## config.mk

```make
export PLATFORM = sky130hd
export DESIGN_NAME = mov_instruction_decoder_unit_flat
export DESIGN_NICKNAME = d
export VERILOG_FILES = /design/src/design/mid_pkg.sv /design/src/design/mid_byte_if.sv /design/src/design/mid_result_if.sv /design/src/design/mov_instruction_decoder_unit.sv /design/src/design/mid_front.sv /design/src/design/mid_queue.sv /design/src/design/mid_back.sv /design/src/flat_wrapper.sv
export SDC_FILE = /design/constraint.sdc
export NUM_CORES = 1
export LEC_CHECK = 0
export BUFFER_PORTS_ARGS = -buffer_cell sky130_fd_sc_hd__buf_2
export CAP_MARGIN = 0
export CELL_PAD_IN_SITES_DETAIL_PLACEMENT = 0
export CELL_PAD_IN_SITES_GLOBAL_PLACEMENT = 2
export CORE_MARGIN = 2
export CORE_UTILIZATION = 30
export CTS_CLUSTER_SIZE = 25
export DETAILED_ROUTE_END_ITERATION = 7
export MAX_ROUTING_LAYER = met4
export PLACE_DENSITY = 0.64
export SLEW_MARGIN = 10
export SYNTH_ARGS = -nofsm -noshare
export SYNTH_HDL_FRONTEND = slang
export SYNTH_HIERARCHICAL = 1
export SYNTH_SLANG_ARGS = --single-unit
```

## constraint.sdc

```tcl
create_clock -name i_clk -period 4.2 [get_ports i_clk]
set_input_delay 0.63 -clock i_clk [delete_from_list [all_inputs] [get_ports i_clk]]
set_output_delay 0.63 -clock i_clk [all_outputs]
set_load 0.01 [all_outputs]
```

## src/design/mid_pkg.sv

```systemverilog
package mid_pkg;

    localparam int QUEUE_DEPTH = 4;
    localparam int QUEUE_AW    = $clog2(QUEUE_DEPTH);

    localparam logic [1:0] ST_OK         = 2'd0;
    localparam logic [1:0] ST_BAD_OPCODE = 2'd1;
    localparam logic [1:0] ST_BAD_REG    = 2'd2;

    localparam logic [1:0] FORM_REG_RM  = 2'd0;
    localparam logic [1:0] FORM_IMM_REG = 2'd1;
    localparam logic [1:0] FORM_IMM_RM  = 2'd2;
    localparam logic [1:0] FORM_ACC     = 2'd3;

    localparam logic [1:0] MOD_MEM    = 2'b00;
    localparam logic [1:0] MOD_DISP8  = 2'b01;
    localparam logic [1:0] MOD_DISP16 = 2'b10;
    localparam logic [2:0] RM_DIRECT  = 3'b110;
    localparam logic [2:0] REG_ZERO   = 3'b000;

    localparam logic [5:0] OP_RM_REG  = 6'b100010;
    localparam logic [3:0] OP_IMM_REG = 4'b1011;
    localparam logic [6:0] OP_IMM_RM  = 7'b1100011;
    localparam logic [5:0] OP_ACC     = 6'b101000;

    typedef enum logic [2:0] {
        PH_IDLE,
        PH_MODRM,
        PH_DISP,
        PH_IMM,
        PH_ADDR
    } t_phase;

    typedef enum logic [2:0] {
        ROLE_OPCODE,
        ROLE_MODRM,
        ROLE_DISP8,
        ROLE_DISP_LO,
        ROLE_DISP_HI,
        ROLE_DATA8,
        ROLE_DATA_LO,
        ROLE_DATA_HI
    } t_role;

    typedef struct packed {
        logic [7:0] code;
        t_role      role;
        logic       last;
        logic [1:0] status;
    } t_token;

    typedef struct packed {
        logic   valid;
        t_token token;
    } t_qslot;

    typedef struct packed {
        logic [1:0]  status;
        logic [1:0]  form;
        logic        word_size;
        logic        direction;
        logic [2:0]  reg_field;
        logic [1:0]  mode_field;
        logic [2:0]  rm_field;
        logic        direct_ea;
        logic [15:0] displacement;
        logic [15:0] immediate;
        logic [15:0] memory_offset;
    } t_result;

    function automatic logic is_rm_reg(input logic [7:0] op);
        return op[7:2] == OP_RM_REG;
    endfunction

    function automatic logic is_imm_reg(input logic [7:0] op);
        return op[7:4] == OP_IMM_REG;
    endfunction

    function automatic logic is_imm_rm(input logic [7:0] op);
        return op[7:1] == OP_IMM_RM;
    endfunction

    function automatic logic is_acc(input logic [7:0] op);
        return op[7:2] == OP_ACC;
    endfunction

    function automatic logic is_direct(input logic [7:0] modrm);
        return (modrm[7:6] == MOD_MEM) && (modrm[2:0] == RM_DIRECT);
    endfunction

    function automatic logic [1:0] disp_len(input logic [7:0] modrm);
        logic [1:0] len;
        len = 2'd0;
        if (modrm[7:6] == MOD_DISP8) begin
            len = 2'd1;
        end else if (modrm[7:6] == MOD_DISP16 || is_direct(modrm)) begin
            len = 2'd2;
        end
        return len;
    endfunction

    function automatic logic [1:0] form_of(input logic [7:0] op);
        logic [1:0] f;
        if (is_rm_reg(op)) begin
            f = FORM_REG_RM;
        end else if (is_imm_reg(op)) begin
            f = FORM_IMM_REG;
        end else if (is_imm_rm(op)) begin
            f = FORM_IMM_RM;
        end else begin
            f = FORM_ACC;
        end
        return f;
    endfunction

endpackage

```

## src/design/mid_byte_if.sv

```systemverilog
interface mid_byte_if;
    logic       valid;
    logic       ready;
    logic [7:0] code_byte;

    modport source(output valid, output code_byte, input ready);
    modport sink(input valid, input code_byte, output ready);
endinterface

```

## src/design/mid_result_if.sv

```systemverilog
interface mid_result_if;
    logic               valid;
    logic               ready;
    logic        [1:0]  status;
    logic        [1:0]  form;
    logic               word_size;
    logic               direction;
    logic        [2:0]  reg_field;
    logic        [1:0]  mode_field;
    logic        [2:0]  rm_field;
    logic               direct_ea;
    logic signed [15:0] displacement;
    logic signed [15:0] immediate;
    logic        [15:0] memory_offset;

    modport source(
        output valid, output status, output form, output word_size, output direction,
        output reg_field, output mode_field, output rm_field, output direct_ea,
        output displacement, output immediate, output memory_offset,
        input ready
    );
    modport sink(
        input valid, input status, input form, input word_size, input direction,
        input reg_field, input mode_field, input rm_field, input direct_ea,
        input displacement, input immediate, input memory_offset,
        output ready
    );
endinterface

```

## src/design/mov_instruction_decoder_unit.sv

```systemverilog
// Byte-serial decoder for the 16-bit x86 MOV forms (88-8B, A0-A3, B0-BF, C6-C7). One code
// byte is taken per cycle, without gaps, as long as the result side keeps up. A classifier
// tags each byte with its role in the instruction and pushes it into a four-entry token
// queue; an assembler behind the queue gathers ModRM, displacement and immediate or offset
// bytes and loads one registered result on the last byte of each instruction. With the queue
// empty and the result register free, the last byte passes through a queue slot and then the
// result register before that result is valid. Unsupported opcodes and C6/C7 with a nonzero
// reg field give an error result on the byte that reveals them; decoding restarts at the next
// byte. The classifier sets the rate: it resolves one byte per cycle while the queue has room.
module mov_instruction_decoder_unit
    import mid_pkg::*;
(
    input  logic              i_clk,
    input  logic              i_rst_n,
    mid_byte_if.sink          i_code,
    mid_result_if.source      o_result
);

    t_qslot  push;
    t_qslot  head;
    logic    q_full;
    logic    pop;
    logic    res_valid;
    t_result res;

    mid_front u_front (
        .i_clk       (i_clk),
        .i_rst_n     (i_rst_n),
        .i_valid     (i_code.valid),
        .i_code_byte (i_code.code_byte),
        .o_ready     (i_code.ready),
        .i_full      (q_full),
        .o_push      (push)
    );

    mid_queue u_queue (
        .i_clk   (i_clk),
        .i_rst_n (i_rst_n),
        .i_push  (push),
        .o_full  (q_full),
        .o_head  (head),
        .i_pop   (pop)
    );

    mid_back u_back (
        .i_clk    (i_clk),
        .i_rst_n  (i_rst_n),
        .i_head   (head),
        .o_pop    (pop),
        .o_valid  (res_valid),
        .i_ready  (o_result.ready),
        .o_result (res)
    );

    assign o_result.valid         = res_valid;
    assign o_result.status        = res.status;
    assign o_result.form          = res.form;
    assign o_result.word_size     = res.word_size;
    assign o_result.direction     = res.direction;
    assign o_result.reg_field     = res.reg_field;
    assign o_result.mode_field    = res.mode_field;
    assign o_result.rm_field      = res.rm_field;
    assign o_result.direct_ea     = res.direct_ea;
    assign o_result.displacement  = $signed(res.displacement);
    assign o_result.immediate     = $signed(res.immediate);
    assign o_result.memory_offset = res.memory_offset;

`ifndef NO_ASSERTIONS
    a_accept_enters_queue: assert property (@(posedge i_clk) disable iff (!i_rst_n)
        (i_code.valid && i_code.ready) |-> push.valid && !q_full)
        else $error("accepted byte did not enter the token queue");

    a_last_token_loads_result: assert property (@(posedge i_clk) disable iff (!i_rst_n)
        (pop && head.valid && head.token.last) |=> o_result.valid)
        else $error("final token of an instruction gave no result");

    a_error_fields_clear: assert property (@(posedge i_clk) disable iff (!i_rst_n)
        (o_result.valid && o_result.status != ST_OK) |->
        (o_result.immediate == 16'sd0 && o_result.displacement == 16'sd0 &&
         o_result.memory_offset == 16'd0))
        else $error("error result carries operand data");

    a_offset_only_acc: assert property (@(posedge i_clk) disable iff (!i_rst_n)
        (o_result.valid && o_result.form != FORM_ACC) |-> o_result.memory_offset == 16'd0)
        else $error("memory offset set outside the accumulator form");
`endif

endmodule

```

## src/design/mid_front.sv

```systemverilog
module mid_front
    import mid_pkg::*;
(
    input  logic       i_clk,
    input  logic       i_rst_n,
    input  logic       i_valid,
    input  logic [7:0] i_code_byte,
    output logic       o_ready,
    input  logic       i_full,
    output t_qslot     o_push
);

    t_phase     r_phase, n_phase;
    logic [7:0] r_opcode, n_opcode;
    logic [1:0] r_left, n_left;
    logic       r_wide, n_wide;
    logic       fire;
    logic       w_imm;
    t_token     tok;

    assign o_ready      = !i_full;
    assign fire         = i_valid && !i_full;
    assign o_push.valid = fire;
    assign o_push.token = tok;

    always_ff @(posedge i_clk) begin
        if (!i_rst_n) begin
            r_phase  <= PH_IDLE;
            r_opcode <= '0;
            r_left   <= '0;
            r_wide   <= 1'b0;
        end else if (fire) begin
            r_phase  <= n_phase;
            r_opcode <= n_opcode;
            r_left   <= n_left;
            r_wide   <= n_wide;
        end
    end

    always_comb begin
        n_phase    = r_phase;
        n_opcode   = r_opcode;
        n_left     = r_left;
        n_wide     = r_wide;
        tok.code   = i_code_byte;
        tok.role   = ROLE_OPCODE;
        tok.last   = 1'b0;
        tok.status = ST_OK;
        w_imm      = is_imm_rm(r_opcode) ? r_opcode[0] : r_opcode[3];
        case (r_phase)
            PH_MODRM: begin
                tok.role = ROLE_MODRM;
                if (is_imm_rm(r_opcode) && i_code_byte[5:3] != REG_ZERO) begin
                    tok.last   = 1'b1;
                    tok.status = ST_BAD_REG;
                    n_phase    = PH_IDLE;
                end else if (disp_len(i_code_byte) != 2'd0) begin
                    n_phase = PH_DISP;
                    n_left  = disp_len(i_code_byte);
                    n_wide  = (disp_len(i_code_byte) == 2'd2);
                end else if (is_imm_rm(r_opcode)) begin
                    n_phase = PH_IMM;
                    n_left  = r_opcode[0] ? 2'd2 : 2'd1;
                    n_wide  = r_opcode[0];
                end else begin
                    tok.last = 1'b1;
                    n_phase  = PH_IDLE;
                end
            end
            PH_DISP: begin
                tok.role = r_wide ? ((r_left == 2'd2) ? ROLE_DISP_LO : ROLE_DISP_HI)
                                  : ROLE_DISP8;
                n_left   = r_left - 2'd1;
                if (r_left == 2'd1) begin
                    if (is_imm_rm(r_opcode)) begin
                        n_phase = PH_IMM;
                        n_left  = r_opcode[0] ? 2'd2 : 2'd1;
                        n_wide  = r_opcode[0];
                    end else begin
                        tok.last = 1'b1;
                        n_phase  = PH_IDLE;
                    end
                end
            end
            PH_IMM: begin
                tok.role = w_imm ? ((r_left == 2'd2) ? ROLE_DATA_LO : ROLE_DATA_HI)
                                 : ROLE_DATA8;
                n_left   = r_left - 2'd1;
                if (r_left == 2'd1) begin
                    tok.last = 1'b1;
                    n_phase  = PH_IDLE;
                end
            end
            PH_ADDR: begin
                tok.role = (r_left == 2'd2) ? ROLE_DATA_LO : ROLE_DATA_HI;
                n_left   = r_left - 2'd1;
                if (r_left == 2'd1) begin
                    tok.last = 1'b1;
                    n_phase  = PH_IDLE;
                end
            end
            default: begin
                n_opcode = i_code_byte;
                if (is_rm_reg(i_code_byte) || is_imm_rm(i_code_byte)) begin
                    n_phase = PH_MODRM;
                end else if (is_imm_reg(i_code_byte)) begin
                    n_phase = PH_IMM;
                    n_left  = i_code_byte[3] ? 2'd2 : 2'd1;
                    n_wide  = i_code_byte[3];
                end else if (is_acc(i_code_byte)) begin
                    n_phase = PH_ADDR;
                    n_left  = 2'd2;
                    n_wide  = 1'b1;
                end else begin
                    tok.last   = 1'b1;
                    tok.status = ST_BAD_OPCODE;
                    n_phase    = PH_IDLE;
                end
            end
        endcase
    end

endmodule

```

## src/design/mid_queue.sv

```systemverilog
module mid_queue
    import mid_pkg::*;
(
    input  logic   i_clk,
    input  logic   i_rst_n,
    input  t_qslot i_push,
    output logic   o_full,
    output t_qslot o_head,
    input  logic   i_pop
);

    t_token              r_slot [QUEUE_DEPTH];
    logic [QUEUE_AW-1:0] r_wr_ptr;
    logic [QUEUE_AW-1:0] r_rd_ptr;
    logic [QUEUE_AW:0]   r_count;
    logic                do_push;
    logic                do_pop;

    assign o_full       = (r_count == (QUEUE_AW+1)'(QUEUE_DEPTH));
    assign o_head.valid = (r_count != '0);
    assign o_head.token = r_slot[r_rd_ptr];
    assign do_push      = i_push.valid && !o_full;
    assign do_pop       = i_pop && o_head.valid;

    always_ff @(posedge i_clk) begin
        if (do_push) begin
            r_slot[r_wr_ptr] <= i_push.token;
        end
    end

    always_ff @(posedge i_clk) begin
        if (!i_rst_n) begin
            r_wr_ptr <= '0;
            r_rd_ptr <= '0;
            r_count  <= '0;
        end else begin
            if (do_push) begin
                r_wr_ptr <= r_wr_ptr + 1'b1;
            end
            if (do_pop) begin
                r_rd_ptr <= r_rd_ptr + 1'b1;
            end
            if (do_push && !do_pop) begin
                r_count <= r_count + 1'b1;
            end else if (do_pop && !do_push) begin
                r_count <= r_count - 1'b1;
            end
        end
    end

endmodule

```

## src/design/mid_back.sv

```systemverilog
module mid_back
    import mid_pkg::*;
(
    input  logic    i_clk,
    input  logic    i_rst_n,
    input  t_qslot  i_head,
    output logic    o_pop,
    output logic    o_valid,
    input  logic    i_ready,
    output t_result o_result
);

    logic [7:0]  r_opcode, n_opcode;
    logic [7:0]  r_modrm, n_modrm;
    logic [15:0] r_disp, n_disp;
    logic [15:0] r_data, n_data;
    logic        r_out_valid;
    t_result     r_out;
    t_result     res;
    t_token      tok;

    assign tok      = i_head.token;
    assign o_pop    = i_head.valid && (!tok.last || !r_out_valid || i_ready);
    assign o_valid  = r_out_valid;
    assign o_result = r_out;

    always_ff @(posedge i_clk) begin
        if (!i_rst_n) begin
            r_opcode    <= '0;
            r_modrm     <= '0;
            r_disp      <= '0;
            r_data      <= '0;
            r_out_valid <= 1'b0;
        end else begin
            if (o_pop) begin
                r_opcode <= n_opcode;
                r_modrm  <= n_modrm;
                r_disp   <= n_disp;
                r_data   <= n_data;
            end
            if (o_pop && tok.last) begin
                r_out_valid <= 1'b1;
            end else if (i_ready) begin
                r_out_valid <= 1'b0;
            end
        end
    end

    always_ff @(posedge i_clk) begin
        if (o_pop && tok.last) begin
            r_out <= res;
        end
    end

    always_comb begin
        n_opcode = r_opcode;
        n_modrm  = r_modrm;
        n_disp   = r_disp;
        n_data   = r_data;
        case (tok.role)
            ROLE_OPCODE: begin
                n_opcode = tok.code;
                n_data   = '0;
            end
            ROLE_MODRM: begin
                n_modrm = tok.code;
                n_disp  = '0;
            end
            ROLE_DISP8:   n_disp = {{8{tok.code[7]}}, tok.code};
            ROLE_DISP_LO: n_disp = {8'h00, tok.code};
            ROLE_DISP_HI: n_disp = {tok.code, r_disp[7:0]};
            ROLE_DATA8:   n_data = {{8{tok.code[7]}}, tok.code};
            ROLE_DATA_LO: n_data = {8'h00, tok.code};
            ROLE_DATA_HI: n_data = {tok.code, r_data[7:0]};
            default: begin
                n_opcode = r_opcode;
            end
        endcase
    end

    always_comb begin
        res        = '0;
        res.status = tok.status;
        case (tok.status)
            ST_BAD_REG: begin
                res.form       = FORM_IMM_RM;
                res.word_size  = n_opcode[0];
                res.reg_field  = n_modrm[5:3];
                res.mode_field = n_modrm[7:6];
                res.rm_field   = n_modrm[2:0];
            end
            ST_OK: begin
                res.form = form_of(n_opcode);
                case (form_of(n_opcode))
                    FORM_REG_RM: begin
                        res.word_size    = n_opcode[0];
                        res.direction    = n_opcode[1];
                        res.reg_field    = n_modrm[5:3];
                        res.mode_field   = n_modrm[7:6];
                        res.rm_field     = n_modrm[2:0];
                        res.direct_ea    = is_direct(n_modrm);
                        res.displacement = n_disp;
                    end
                    FORM_IMM_REG: begin
                        res.word_size = n_opcode[3];
                        res.direction = 1'b1;
                        res.reg_field = n_opcode[2:0];
                        res.immediate = n_data;
                    end
                    FORM_IMM_RM: begin
                        res.word_size    = n_opcode[0];
                        res.mode_field   = n_modrm[7:6];
                        res.rm_field     = n_modrm[2:0];
                        res.direct_ea    = is_direct(n_modrm);
                        res.displacement = n_disp;
                        res.immediate    = n_data;
                    end
                    default: begin
                        res.word_size     = n_opcode[0];
                        res.direction     = n_opcode[1];
                        res.memory_offset = n_data;
                    end
                endcase
            end
            default: begin
                res.status = tok.status;
            end
        endcase
    end

endmodule

```

## src/flat_wrapper.sv

```systemverilog
// flat-port wrapper written by rule: the top's interface ports become plain ports
module mov_instruction_decoder_unit_flat import mid_pkg::*;
  (i_clk, i_rst_n, i_code_valid, i_code_code_byte, i_code_ready, o_result_valid, o_result_status, o_result_form, o_result_word_size, o_result_direction, o_result_reg_field, o_result_mode_field, o_result_rm_field, o_result_direct_ea, o_result_displacement, o_result_immediate, o_result_memory_offset, o_result_ready);
  mid_byte_if i_code_i ();
  mid_result_if o_result_i ();
  input  logic i_clk;
  input  logic i_rst_n;
  input wire logic [$bits(i_code_i.valid)-1:0] i_code_valid;
  input wire logic [$bits(i_code_i.code_byte)-1:0] i_code_code_byte;
  output wire logic [$bits(i_code_i.ready)-1:0] i_code_ready;
  output wire logic [$bits(o_result_i.valid)-1:0] o_result_valid;
  output wire logic [$bits(o_result_i.status)-1:0] o_result_status;
  output wire logic [$bits(o_result_i.form)-1:0] o_result_form;
  output wire logic [$bits(o_result_i.word_size)-1:0] o_result_word_size;
  output wire logic [$bits(o_result_i.direction)-1:0] o_result_direction;
  output wire logic [$bits(o_result_i.reg_field)-1:0] o_result_reg_field;
  output wire logic [$bits(o_result_i.mode_field)-1:0] o_result_mode_field;
  output wire logic [$bits(o_result_i.rm_field)-1:0] o_result_rm_field;
  output wire logic [$bits(o_result_i.direct_ea)-1:0] o_result_direct_ea;
  output wire logic [$bits(o_result_i.displacement)-1:0] o_result_displacement;
  output wire logic [$bits(o_result_i.immediate)-1:0] o_result_immediate;
  output wire logic [$bits(o_result_i.memory_offset)-1:0] o_result_memory_offset;
  input wire logic [$bits(o_result_i.ready)-1:0] o_result_ready;
  assign i_code_i.valid = i_code_valid;
  assign i_code_i.code_byte = i_code_code_byte;
  assign i_code_ready = i_code_i.ready;
  assign o_result_valid = o_result_i.valid;
  assign o_result_status = o_result_i.status;
  assign o_result_form = o_result_i.form;
  assign o_result_word_size = o_result_i.word_size;
  assign o_result_direction = o_result_i.direction;
  assign o_result_reg_field = o_result_i.reg_field;
  assign o_result_mode_field = o_result_i.mode_field;
  assign o_result_rm_field = o_result_i.rm_field;
  assign o_result_direct_ea = o_result_i.direct_ea;
  assign o_result_displacement = o_result_i.displacement;
  assign o_result_immediate = o_result_i.immediate;
  assign o_result_memory_offset = o_result_i.memory_offset;
  assign o_result_i.ready = o_result_ready;
  mov_instruction_decoder_unit u_core (.i_clk(i_clk), .i_rst_n(i_rst_n), .i_code(i_code_i), .o_result(o_result_i));
endmodule
```

==> summary.txt <==
===========================================================================================
Final critical-path setup slack                                                    0.332 ns
CTS clock-pin slew for the worst setup and hold paths                               0.07 ns
Tot Pwr                                                                           0.00700 W
ANT nets after route                                                                      0
TritonCTS clock tree                                                                  built
Yosys top cell by area                                                             edfxtp_1
Worst Setup Path Type                                                          flip-flop to flip-flop
Number of pins with negative max-slew slack in the final report                           0
Total of endpoints with negative setup slack in the final report                          0
Maximum number of pins on one net before global-route repair                             64
Proportion of synthesized chip area in sequential cells                               55.4%
Portion of the clock cycle consumed by the worst path in the final layout             92.1%
Flip-flop and latch count after synthesis                                               191
Post-Syn Instances                                                                      781
Run status                                                                        completed
Final design utilization                                                              34.6%
Fraction of final layout cells with drive strength greater than 1                     22.9%
RSZ-0062 raised after global routing                                                  false
Transition time at the pin with the least slew margin                              0.796 ns
Total of cells resized after clock tree synthesis                                         0
Average cell area after synthesis                                                  11.6 µm²
Maximum level of the CTS H-tree                                                           4
Total via count after detailed routing                                                 6175
Final hold viol count                                                                     0
HP Class                                                                       flip-flop to flip-flop
TritonCTS buffer count                                                                   17
Net Count, Synth                                                                        803
Total grt overflow                                                                        0
Leading cell type in the layout, fill and taps excluded                            edfxtp_1
Worst setup skew after layout                                                     0.0124 ns
Combined global-route utilization of all metal layers                                 14.7%
Cts-stage hold buffer count                                                               0
Synth warn                                                                                6
R2r worst-path depth                                                                     10
Worst reg2reg setup slack                                                           0.33 ns
Cell types with the largest area share after synthesis                         edfxtp_1 (39%), dfxtp_1 (16%), mux2i_1 (4.0%)
Drt pass-1 iters                                                                          5
Max Fclk                                                                          0.259 GHz
Count of cells along the worst hold path                                                  2
Root cell of the clock tree                                                       clkbuf_16
Total negative slack for setup checks                                                  0 ns
Antenna violations before repair                                                          0
Clock Sinks                                                                             191
Number of non-filler instances in the completed layout                                 1236
I/O Buffers                                                                              76
Final wirelength                                                                   22100 µm
Setup slack at placement                                                           0.282 ns
Ports                                                                                    77
Post-synthesis cell area                                                           9060 µm²
Number of buffers on the longest clock path                                               2
Worst-path fanout max                                                                    10
Cell row count                                                                           63
Die height                                                                           178 µm
Detail Placement HPWL                                                              15100 µm
Data arrival, critical path                                                         4.04 ns
Fillcell total                                                                         2998
Core ar.                                                                          29700 µm²
Critical Path Start Type                                                          flip-flop
Number of nets in the final layout                                                      855
Antenna cell count                                                                        0
Synth top area share                                                                  39.4%
X dimension of the die                                                               178 µm
First-pass GRT wire length                                                         34400 µm
Post-synth cell types                                                                    77
Worst slew margin relative to its limit                                               46.9%
Areal power density over the cells                                               680 nW/µm²
Commonest non-fill, non-tap cells in the layout                                edfxtp_1 (119), nor2_1 (95), buf_2 (76), dfxtp_1 (72), nand2_1 (46)
Sort of element at the end of the critical path                                   flip-flop
Post-synth EDFFs                                                                        119
Area used by sequential logic in the layout                                        5010 µm²
IR Drop Worst-Case VDD                                                             0.270 mV
Worst EP required                                                                   4.37 ns
Min cycle time layout                                                               3.87 ns
Synth Flop Type                                                                    edfxtp_1
Standby leakage power                                                               3.75 nW
Area growth from synthesis to final layout                                            13.5%
Via count of the first global-routing pass                                             5907
GP Congestion                                                                         0.745
Number of design-rule violations left by the first detailed-router iteration            462
Area occupied by multi-input gates                                                 3610 µm²
Average wire per standard cell                                                      17.9 µm
Mean number of vias per cell                                                           5.00
Post-CTS setup buffers                                                                    0
Clk Latency, worst-skew pair                                                        0.43 ns
Cell total after placement                                                             1204
Max Cap Violations                                                                        0
Post-detailed-route DRC marker count                                                      0
Effective utilization at floorplan                                                    30.5%
Die area                                                                          31600 µm²
Synth async-reset ratio                                                                  0%
===========================================================================================
==> registers in the layout, summed over array words and instances, names as in the netlist, 2 cells and up, named ones only <==
| signal | flops |
|---|---|
| u_core/u_queue/r_rd_ptr | 2 |
| u_core/u_back/r_disp | 16 |
| u_core/u_front/r_phase | 3 |
| u_core/u_back/r_data | 16 |
| u_core/u_front/r_left | 2 |
| u_core/u_back/o_result | 63 |
| u_core/u_queue/r_count | 3 |
| u_core/u_front/r_opcode | 8 |
| u_core/u_back/r_modrm | 8 |
| u_core/u_queue/r_wr_ptr | 2 |
| u_core/u_queue/r_slot | 56 |
| u_core/u_back/r_opcode | 8 |
==> kinds of logic (layout without fill, tap and decap cells) <==
| logic type | after synthesis | after routing | share of synthesized area [%] |
|---|---|---|---|
| buf+inv | 86 | 151 | 4.85 |
| fa+ha+maj | 10 | 10 | 1.46 |
| xor+xnor | 7 | 7 | 0.677 |
| compound gates | 170 | 170 | 13.4 |
| simple gates | 255 | 255 | 15.2 |
| flops | 191 | 191 | 55.4 |
| mux | 62 | 62 | 9.07 |
==> metal layers <==
layer	up-vias	wire, µm	track usage [%]
li1	3007	-	-
met1	3053	10300	18.9
met2	101	10900	24.0
met3	14	691	2.68
met4	0	242	3.62
met5	-	0	-
==> final cells by class <==
cell class / instances / area share [%]
Clock inverter: 15 / 1.23
Multi-Input combinational cell: 504 / 35.1
Clock buffer: 17 / 4.14
Inverter: 21 / 0.766
Timing Repair Buffer: 98 / 5.30
Tap cell: 390 / 4.74
Sequential cell: 191 / 48.7
==> metrics by stage <==
stage	area (µm²)	hold WS, ns
detailed placement	9730	0.466
global route	10300	0.495
floorplan	9060	0.445
finish	10300	0.475
global placement	9730	0.456
CTS	10300	0.476
==> worst max-delay path, stage by stage (launching register included) <==
cell       delay [ns]
dfxtp_1          0.50
buf_4            0.21
mux4_2           0.51
or3_4            0.48
a2111oi_1        0.33
buf_4            0.19
or2_1            0.19
ha_1             0.27
nor2b_1          0.27
mux4_2           0.52
nor2b_1          0.13
==> final timing paths <==
kind | startpoint | to
min reg2reg | u_core/u_back/r_data[5] | u_core/u_back/r_data[5]
min | u_core/u_back/r_data[5] | u_core/u_back/r_data[5]
max | flip-flop | u_core/u_back/o_result[58]
max reg2reg | flip-flop | u_core/u_back/o_result[58]
==> power by group <==
part / total, W / internal [W] / switching (W)
logic: 0.00265 / 0.000972 / 0.00167
clock network: 0.00155 / 0.000779 / 0.000766
registers: 0.00280 / 0.00259 / 0.000219
total: 0.00700 / 0.00434 / 0.00266
==> cells in the mapped netlist (10+ instances only) <==
library cell	number
edfxtp_1	119
nor2_1	95
dfxtp_1	72
nand2_1	46
clkbuf_1	41
mux2i_1	36
a21oi_1	33
a22oi_1	26
o21ai_0	22
inv_1	19
mux4_2	15
nor3_1	14
and2_1	12
nor2b_1	12
a211oi_1	11
mux2_2	11
buf_4	10
nor2_4	10
Note: power is estimated with default switching activity, not from simulation.
